<file path="src/rtl/core/mpsa_pkg.sv">
// ----------------------------------------------------------------------------
// mpsa_pkg
// Shared types and constants of the masked Poisson stencil block.
// ----------------------------------------------------------------------------
package mpsa_pkg;

    localparam int GRID_MAX_DEF = 16;
    localparam int GS_W         = 5;
    localparam int CRD_W        = 4;
    localparam int VAL_W        = 32;
    localparam int RES_W        = 48;
    localparam int ACC_W        = 36;
    localparam int NN_W         = 10;
    localparam int PROD_W       = 64;

    localparam logic [GS_W-1:0] GS_RESET = 5'd16;

    localparam logic CMD_LOAD  = 1'b0;
    localparam logic CMD_APPLY = 1'b1;

    localparam logic REG_GRID_SIZE = 1'b0;
    localparam logic REG_SUBCELL   = 1'b1;

    localparam logic [2:0] NB_XP   = 3'd0;
    localparam logic [2:0] NB_XM   = 3'd1;
    localparam logic [2:0] NB_YP   = 3'd2;
    localparam logic [2:0] NB_YM   = 3'd3;
    localparam logic [2:0] NB_ZM   = 3'd4;
    localparam logic [2:0] NB_ZP   = 3'd5;
    localparam logic [2:0] NB_LAST = NB_ZP;

    typedef enum logic [3:0] {
        S_IDLE,
        S_CREAD,
        S_CEVAL,
        S_NREAD,
        S_NEVAL,
        S_MUL,
        S_DIVS,
        S_DIVW,
        S_SCALE,
        S_OUT
    } t_state;

    typedef struct packed {
        logic                    cmd;
        logic [CRD_W-1:0]        cell_x;
        logic [CRD_W-1:0]        cell_y;
        logic [CRD_W-1:0]        cell_z;
        logic signed [VAL_W-1:0] level_value;
        logic signed [VAL_W-1:0] pressure_value;
    } t_in_item;

    typedef struct packed {
        logic signed [RES_W-1:0] result_value;
        logic                    is_fluid;
    } t_out_item;

    typedef struct packed {
        logic              start;
        logic [PROD_W-1:0] dividend;
        logic [VAL_W-1:0]  divisor;
    } t_div_req;

    typedef struct packed {
        logic              busy;
        logic              done;
        logic [PROD_W-1:0] quotient;
    } t_div_rsp;

endpackage

</file>
<file path="src/rtl/core/mpsa_div.sv">
// ----------------------------------------------------------------------------
// mpsa_div
// Unsigned restoring divider, one quotient bit per cycle.
// ----------------------------------------------------------------------------
module mpsa_div (
    input  logic              i_clk,
    input  logic              i_rst_n,
    input  mpsa_pkg::t_div_req i_req,
    output mpsa_pkg::t_div_rsp o_rsp
);
    import mpsa_pkg::*;

    logic                     r_busy;
    logic                     r_done;
    logic [5:0]               r_cnt;
    logic [VAL_W-1:0]         r_rem;
    logic [VAL_W-1:0]         r_dvs;
    logic [PROD_W-1:0]        r_dq;
    logic [VAL_W:0]           w_rem_sh;
    logic [VAL_W+1:0]         w_diff;
    logic                     w_ge;

    assign w_rem_sh = {r_rem, r_dq[PROD_W-1]};
    assign w_diff   = {1'b0, w_rem_sh} - {2'b00, r_dvs};
    assign w_ge     = !w_diff[VAL_W+1];

    always_ff @(posedge i_clk) begin
        if (!i_rst_n) begin
            r_busy <= 1'b0;
            r_done <= 1'b0;
            r_cnt  <= '0;
        end else begin
            r_done <= 1'b0;
            if (i_req.start) begin
                r_busy <= 1'b1;
                r_cnt  <= '0;
            end else if (r_busy) begin
                r_cnt <= r_cnt + 6'd1;
                if (r_cnt == 6'd63) begin
                    r_busy <= 1'b0;
                    r_done <= 1'b1;
                end
            end
        end
    end

    always_ff @(posedge i_clk) begin
        if (i_req.start) begin
            r_rem <= '0;
            r_dvs <= i_req.divisor;
            r_dq  <= i_req.dividend;
        end else if (r_busy) begin
            r_rem <= w_ge ? w_diff[VAL_W-1:0] : w_rem_sh[VAL_W-1:0];
            r_dq  <= {r_dq[PROD_W-2:0], w_ge};
        end
    end

    assign o_rsp.busy     = r_busy;
    assign o_rsp.done     = r_done;
    assign o_rsp.quotient = r_dq;

endmodule

</file>
<file path="config.mk">
export PLATFORM = sky130hd
export DESIGN_NAME = mpsa_div
export DESIGN_NICKNAME = d
export VERILOG_FILES = /design/src/rtl/core/mpsa_pkg.sv /design/src/rtl/core/mpsa_div.sv
export SDC_FILE = /design/constraint.sdc
export NUM_CORES = 1
export LEC_CHECK = 0
export ABC_CLOCK_PERIOD_IN_PS = 6060
export BUFFER_PORTS_ARGS = -buffer_cell sky130_fd_sc_hd__buf_2
export CAP_MARGIN = 40
export CORE_UTILIZATION = 61
export CTS_BUF_LIST = sky130_fd_sc_hd__clkbuf_2
export CTS_CLUSTER_DIAMETER = 60
export DETAILED_ROUTE_END_ITERATION = 8
export PLACE_DENSITY_LB_ADDON = 0.05
export SYNTH_ARGS = -nofsm -noshare
export SYNTH_HDL_FRONTEND = slang
export SYNTH_SLANG_ARGS = --single-unit
</file>
<file path="constraint.sdc">
create_clock -name i_clk -period 6.06 [get_ports i_clk]
set_input_delay 0.909 -clock i_clk [delete_from_list [all_inputs] [get_ports i_clk]]
set_output_delay 0.909 -clock i_clk [all_outputs]
set_load 0.02 [all_outputs]
</file>
==> results of run 1 <==
## path summary, 6_finish.rpt
path	startpoint	slack, ps	end
hold / removal	i_req[19]	360	r_dvs[19]
setup / recovery	r_dq[63]	2610	r_rem[28]
hold reg to reg	r_rem[31]	500	r_rem[31]
setup reg to reg	r_dq[63]	2610	r_rem[28]
## worst register-to-register path: stages, from the launching register on
cell and delay (ps):
edfxtp_1 450, inv_1 70, ha_1 170, inv_1 50, fa_1 410, a21oi_1 260, o21ai_0 120, a21oi_1 310
o31ai_1 150, a211oi_1 450, o31ai_1 160, a21oi_1 170, mux2_2 350, a311oi_1 240
## cells by family after synthesis
| group | count (synthesis) | synth area share |
|---|---|---|
| xor+xnor | 27 | 0.0326 |
| compound gates | 150 | 0.139 |
| flops | 136 | 0.507 |
| simple gates | 172 | 0.108 |
| fa+ha+maj | 34 | 0.0596 |
| mux | 71 | 0.109 |
| buf+inv | 81 | 0.0443 |
## state kept, by name (all words and copies together) (netlist names)
signal	flops
r_dvs	32
r_rem	32
r_cnt	6
r_dq	64
r_busy	1
r_done	1
## per-layer routing
layer  up-vias  part of all wire  GRT usage
met5         -                 0          0
met4         0             0.020      0.104
met3        24             0.076     0.0929
met2       213              0.47      0.457
met1      2677              0.43      0.342
li1       2764                 -          -
## power by group through the flow
stage	Combinational, mW	Sequential [mW]	Clock (mW)
floorplan	0.278	1.20	0
global placement	0.468	1.14	0
detailed placement	0.481	1.15	0
CTS	0.482	1.13	0.476
global route	0.528	1.14	0.512
finish	0.485	1.13	0.462
## metrics by stage
stage	instance area, sq um	worst slack (ps)	instances	util
after floorplan	7260	3040	671	-
after global placement	8140	2520	945	0.707
after detailed placement	8170	2700	947	0.710
after CTS	8360	2670	978	0.726
after global routing	8360	2310	978	0.726
final	8360	2610	978	0.726
## cell usage in the layout, fill, tap and decap left out, types with 4 or more instances in the layout
cell type / netlist / layout
o21ai_0: 28 / 28
nand4_1: 8 / 8
clkbuf_2: 1 / 20
ha_1: 33 / 33
nor3_1: 6 / 6
xnor2_1: 13 / 13
o211ai_1: 5 / 5
nand2_1: 68 / 68
dfxtp_1: 40 / 39
xor2_1: 14 / 14
or2_2: 4 / 4
a21o_1: 16 / 16
clkinv_1: 0 / 4
o21a_1: 6 / 6
nor2_1: 44 / 44
and3_1: 6 / 6
buf_4: 2 / 5
mux2_2: 67 / 67
inv_1: 44 / 43
nand3_1: 11 / 11
nor2b_1: 6 / 6
a21oi_1: 37 / 37
edfxtp_1: 96 / 96
a211oi_1: 4 / 4
a311oi_1: 22 / 22
nand2b_1: 7 / 7
mux2i_1: 4 / 4
buf_2: 7 / 163
a31oi_1: 8 / 8
## cell type report
| type | instances | area [sq um] | share of cell area |
|---|---|---|---|
| timing repair buffer | 170 | 888 | 0.106 |
| tap | 143 | 179 | 0.0214 |
| inverter | 44 | 165 | 0.0198 |
| sequential | 136 | 3680 | 0.441 |
| clock inverter | 11 | 86.3 | 0.0103 |
| clock buffer | 20 | 100 | 0.0120 |
| multi-input combinational | 454 | 3260 | 0.390 |
==> flow_summary.yaml, run 1 <==
status:
  outcome: "finished with violations"
  violations: "design-rule violations"
cells_and_area:
  syn2layout_area_growth_pct: 15.1
  n_antenna_cell: 0
  fillers: 856
  drive_gt1_frac: 0.327
  fin_nets: 956
die:
  dieArea_sq_um: 12300
  start_util: 0.631
  rows: 39
  die-height_um: 111
  core-area_sq_um: 11500
  die_w_um: 111
  io_pins: 165
worst_setup_path:
  path_class: "flop to flop"
  cp-end-kind: "flop"
  crit_arrival_ps: 4070
  critPathTopFamily: "compound AO/OA/AOI/OAI gates"
  crit_chain: "inv_1, ha_1, inv_1, fa_1, a21oi_1, o21ai_0, a21oi_1, o31ai_1, a211oi_1, o31ai_1, a21oi_1, mux2_2, a311oi_1"
  cp_data_required_time_ps: 6680
  cp_slowest_cell: "edfxtp_1"
  critical_path_depth: 13
  critPathMostFrequentCell: "a21oi_1"
  cp_num_buf_inv: 2
  reg2reg_depth: 13
  cp_max_fo: 3
  cp-start-kind: "flop"
  critPathMaxStageDelay_ps: 450
yosys:
  synth_cells: 671
  async_reset_ff_frac: 0
  syn_area_per_cell_sq_um: 10.8
  synth_top_cell_by_area: "edfxtp_1"
  synth_edf_count: 96
  yosysUniqueCellTypes: 53
  synth_nets: 804
  ys_warn_count: 0
  synth_common_cells: "edfxtp_1 (96), nand2_1 (68), mux2_2 (67)"
  yosys_most_used_dff: "edfxtp_1"
  synth_top_area_frac: 0.397
  yosysSeqAreaShare: 0.507
  synth-seq-cells: 136
  synth.most_common_cell: "edfxtp_1"
  syn_area_sq_um: 7260
  synthTopCellsByArea: "edfxtp_1 (40%), dfxtp_1 (11%), mux2_2 (10%)"
power:
  pwr-share-clk: 0.223
  p_leak_nw: 3.62
  p_comb_frac: 0.234
  p_switching_mw: 0.644
  netSwitchingFraction: 0.311
  power_mw: 2.07
  intPower_mw: 1.43
  seqPwrFrac: 0.543
  cellPowerDensity_nw_per_um2: 248
  vdd_drop_max_v: 0.000221
global_routing:
  grt.overflow.total: 0
  grt_pass1_vias: 5738
  grt_pass1_wl_um: 27100
  antenna_found_initial: 0
  grt_max_degree: 65
  grt_util_all_layers: 0.278
clock_network:
  numCtsBuffers: 17
  h-tree-depth: 4
  clockRootBuffer: "clkbuf_2"
  cts_tree: "done"
  ctsResizeCount: 0
  post-cts-setup-buffer-count: 0
  clock_sinks: 136
  postCtsHoldBufs: 0
  clkLatencyLatePin_ps: 700
  clk_pin_slew_worst_paths_ps: 200
  clock_path_buffers: 2
timing:
  finalSetupTns_ps: 0
  worstMarginPinSlew_ps: 907
  relSlewSlack: 0.391
  fmax_mhz: 290
  skew_ps: 34.7
  period_needed_ps: 3450
  finalCritPeriodShare: 0.569
  rsz0062_at_grt: "no"
  setup_violations: 0
  drv_slew: 0
  finalHoldViolCount: 0
  worst_hold_slack_ps: 363
worst_hold_path:
  hp-class: "primary input to flop"
  whs_path_depth: 1
drt:
  routedWlPerCell_um: 16.8
  ant_nets: 0
  drtIter0Drc: 406
  drc: 4
  avgViaCountPerCell: 5.81
  drtPass1Iterations: 7
  dr_total_vias: 5678
  routed_wl_um: 16500
place:
  gp_congestion: 0.886
  port_buffers: 164
  hpwlAfterDp_um: 12100
run:
  max-cap-violations: 0
Power figures use the tool's default switching activity.
==> run 2, diff against run 1 <==
ABC_CLOCK_PERIOD_IN_PS = 2800   (was 6060)
CORE_UTILIZATION = 51   (was 61)
clock period = 2.8 ns   (was 6.06 ns; I/O delays follow)
==> run 2 against run 1 <==
Compared with the run above:
- the run ends with negative setup slack left
- sequential cell count stayed put
- setup slack worse by 2700 ps
- die area is 19% higher
- clock power grew to 2.6 times the previous value
- sequential share of layout area is 8.3 points lower
- register-to-register slack worse by 2700 ps
- cell count is 20% higher
- clock skew is 1.2 ps lower
- global-route usage is 0.065 points higher
- hold slack worse by 290 ps
- count of clock-buffer cells in the layout is 3 lower
- critical path type unchanged
- critical endpoint is now r_rem[9]
- largest power group unchanged
==> flow_summary.yaml, run 2 (synthesis results as in run 1) <==
timing:
  relSlewSlack: 0.470
  drv_slew: 0
  finalHoldViolCount: 0
  fin_ws_ps: -112
  rsz0062_at_grt: "yes"
  finalSetupTns_ps: -589
  fmax_mhz: 343
  skew_ps: 33.5
  setup_violations: 17
  finalCritPeriodShare: 1.04
  worstMarginPinSlew_ps: 792
  period_needed_ps: 2910
worst_setup_path:
  cp_num_buf_inv: 0
  crit_chain: "ha_4, nand3b_1, a2111o_1, a21oi_2, o2111ai_2, a2111o_1, and2_4, or3_4, a311oi_2"
  path_class: "flop to flop"
  cp_slowest_cell: "edfxtp_1"
  critPathTopFamily: "compound AO/OA/AOI/OAI gates"
  critPathMostFrequentCell: "a2111o_1"
  crit_arrival_ps: 3560
  cp-start-kind: "flop"
  cp-end-kind: "flop"
  critPathMaxStageDelay_ps: 470
  cp_max_fo: 4
  cp_data_required_time_ps: 3450
cells_and_area:
  finalNonFillerCells: 1178
  final_cell_mix: "buf_2 (163), dlygate4sd3_1 (97), edfxtp_1 (96)"
  fillers: 953
  syn2layout_area_growth_pct: 42.0
  largest-register: "r_dq"
  fin_nets: 1117
  drive_gt1_frac: 0.391
  layout_commonest_cell: "buf_2"
  largest_reg_flops: 64
  largestRegisters: "r_dq (64), r_dvs (32), r_rem (32)"
clock_network:
  clock_path_buffers: 2
  numCtsBuffers: 17
  clk_pin_slew_worst_paths_ps: 210
  clockRootBuffer: "clkbuf_2"
  h-tree-depth: 4
  clkLatencyLatePin_ps: 750
  cts_tree: "done"
  clock_sinks: 136
drt:
  drtIter0Drc: 452
  drc: 0
  avgViaCountPerCell: 5.52
  routedWlPerCell_um: 17.3
  routed_wl_um: 20300
  drtPass1Iterations: 4
  dr_total_vias: 6503
  ant_nets: 0
global_routing:
  grt.overflow.total: 0
  grt_max_degree: 72
  grt_pass1_wl_um: 31800
  grt_pass1_vias: 6603
  antenna_found_initial: 1
  grt_util_all_layers: 0.279
die:
  dieArea_sq_um: 14700
  rows: 43
  die_w_um: 121
  start_util: 0.523
  core-area_sq_um: 13900
  io_pins: 165
  die-height_um: 121
worst_hold_path:
  hp-class: "primary input to flop"
run:
  max-cap-violations: 0
place:
  dp.cells: 1030
  port_buffers: 164
  hpwlAfterDp_um: 12800
  gp_congestion: 0.908
power:
  vdd_drop_max_v: 0.000362
  p_leak_nw: 4.44
  cellPowerDensity_nw_per_um2: 492
status:
  violations: "negative setup slack"
  outcome: "finished with violations"
-- run 2: metal layers --
| layer | vias to the layer above | routed length (um) | GRT usage |
|---|---|---|---|
| li1 | 3102 | - | - |
| met1 | 3138 | 8650 | 0.341 |
| met2 | 226 | 9990 | 0.469 |
| met3 | 37 | 1250 | 0.0775 |
| met4 | 0 | 452 | 0.0972 |
| met5 | - | 0 | 0 |
-- run 2: path summary, 6_finish.rpt --
| kind | start | to | slack (ps) | cells after the start |
|---|---|---|---|---|
| worst max-delay path | r_dvs[0] | r_rem[9] | -110 | 9 |
| worst min register to register | r_rem[31] | r_rem[31] | 490 | 2 |
| worst min-delay path | i_req[96] | r_rem[14] | 70 | 2 |
| worst max register to register | r_dvs[0] | r_rem[9] | -110 | 9 |
-- run 2: area by class of cell --
type                    count  area (sq um)  area share
flip-flops and latches    136          3680       0.357
multi-input cells         454          3570       0.346
repair buffers            331          2420       0.235
well taps                 180           225      0.0218
inverters                  44           165      0.0160
clock inverters            15           151      0.0147
clock buffers              17          85.1     0.00825
diodes                      1          2.50    0.000243
-- run 2: power by group --
| group | internal (mW) | total [mW] | switching [mW] |
|---|---|---|---|
| clock network | 0.412 | 1.20 | 0.789 |
| logic | 0.672 | 1.42 | 0.751 |
| registers | 2.35 | 2.45 | 0.0990 |
-- run 2: timing repair --
action,CTS,global route
cloned,1,0
endpoints found under the setup margin,31,33
endpoints found under the hold margin,97,0
resized for setup,33,44
pin swaps,25,38
buffers inserted,12,9
hold buffers,97,0
-- run 2: through the flow --
stage               hold slack [ps]  worst slack (ps)  total power [mW]  utilization  cell area, sq um
detailed placement              474              -271              3.63        0.620              8600
CTS                            25.0              -171              5.00        0.726             10100
global placement                452              -168              3.60        0.620              8600
floorplan                       431             -70.4              3.20            -              7270
global route                   19.5              -217              5.31        0.743             10300
finish                         73.4              -112              5.08        0.743             10300
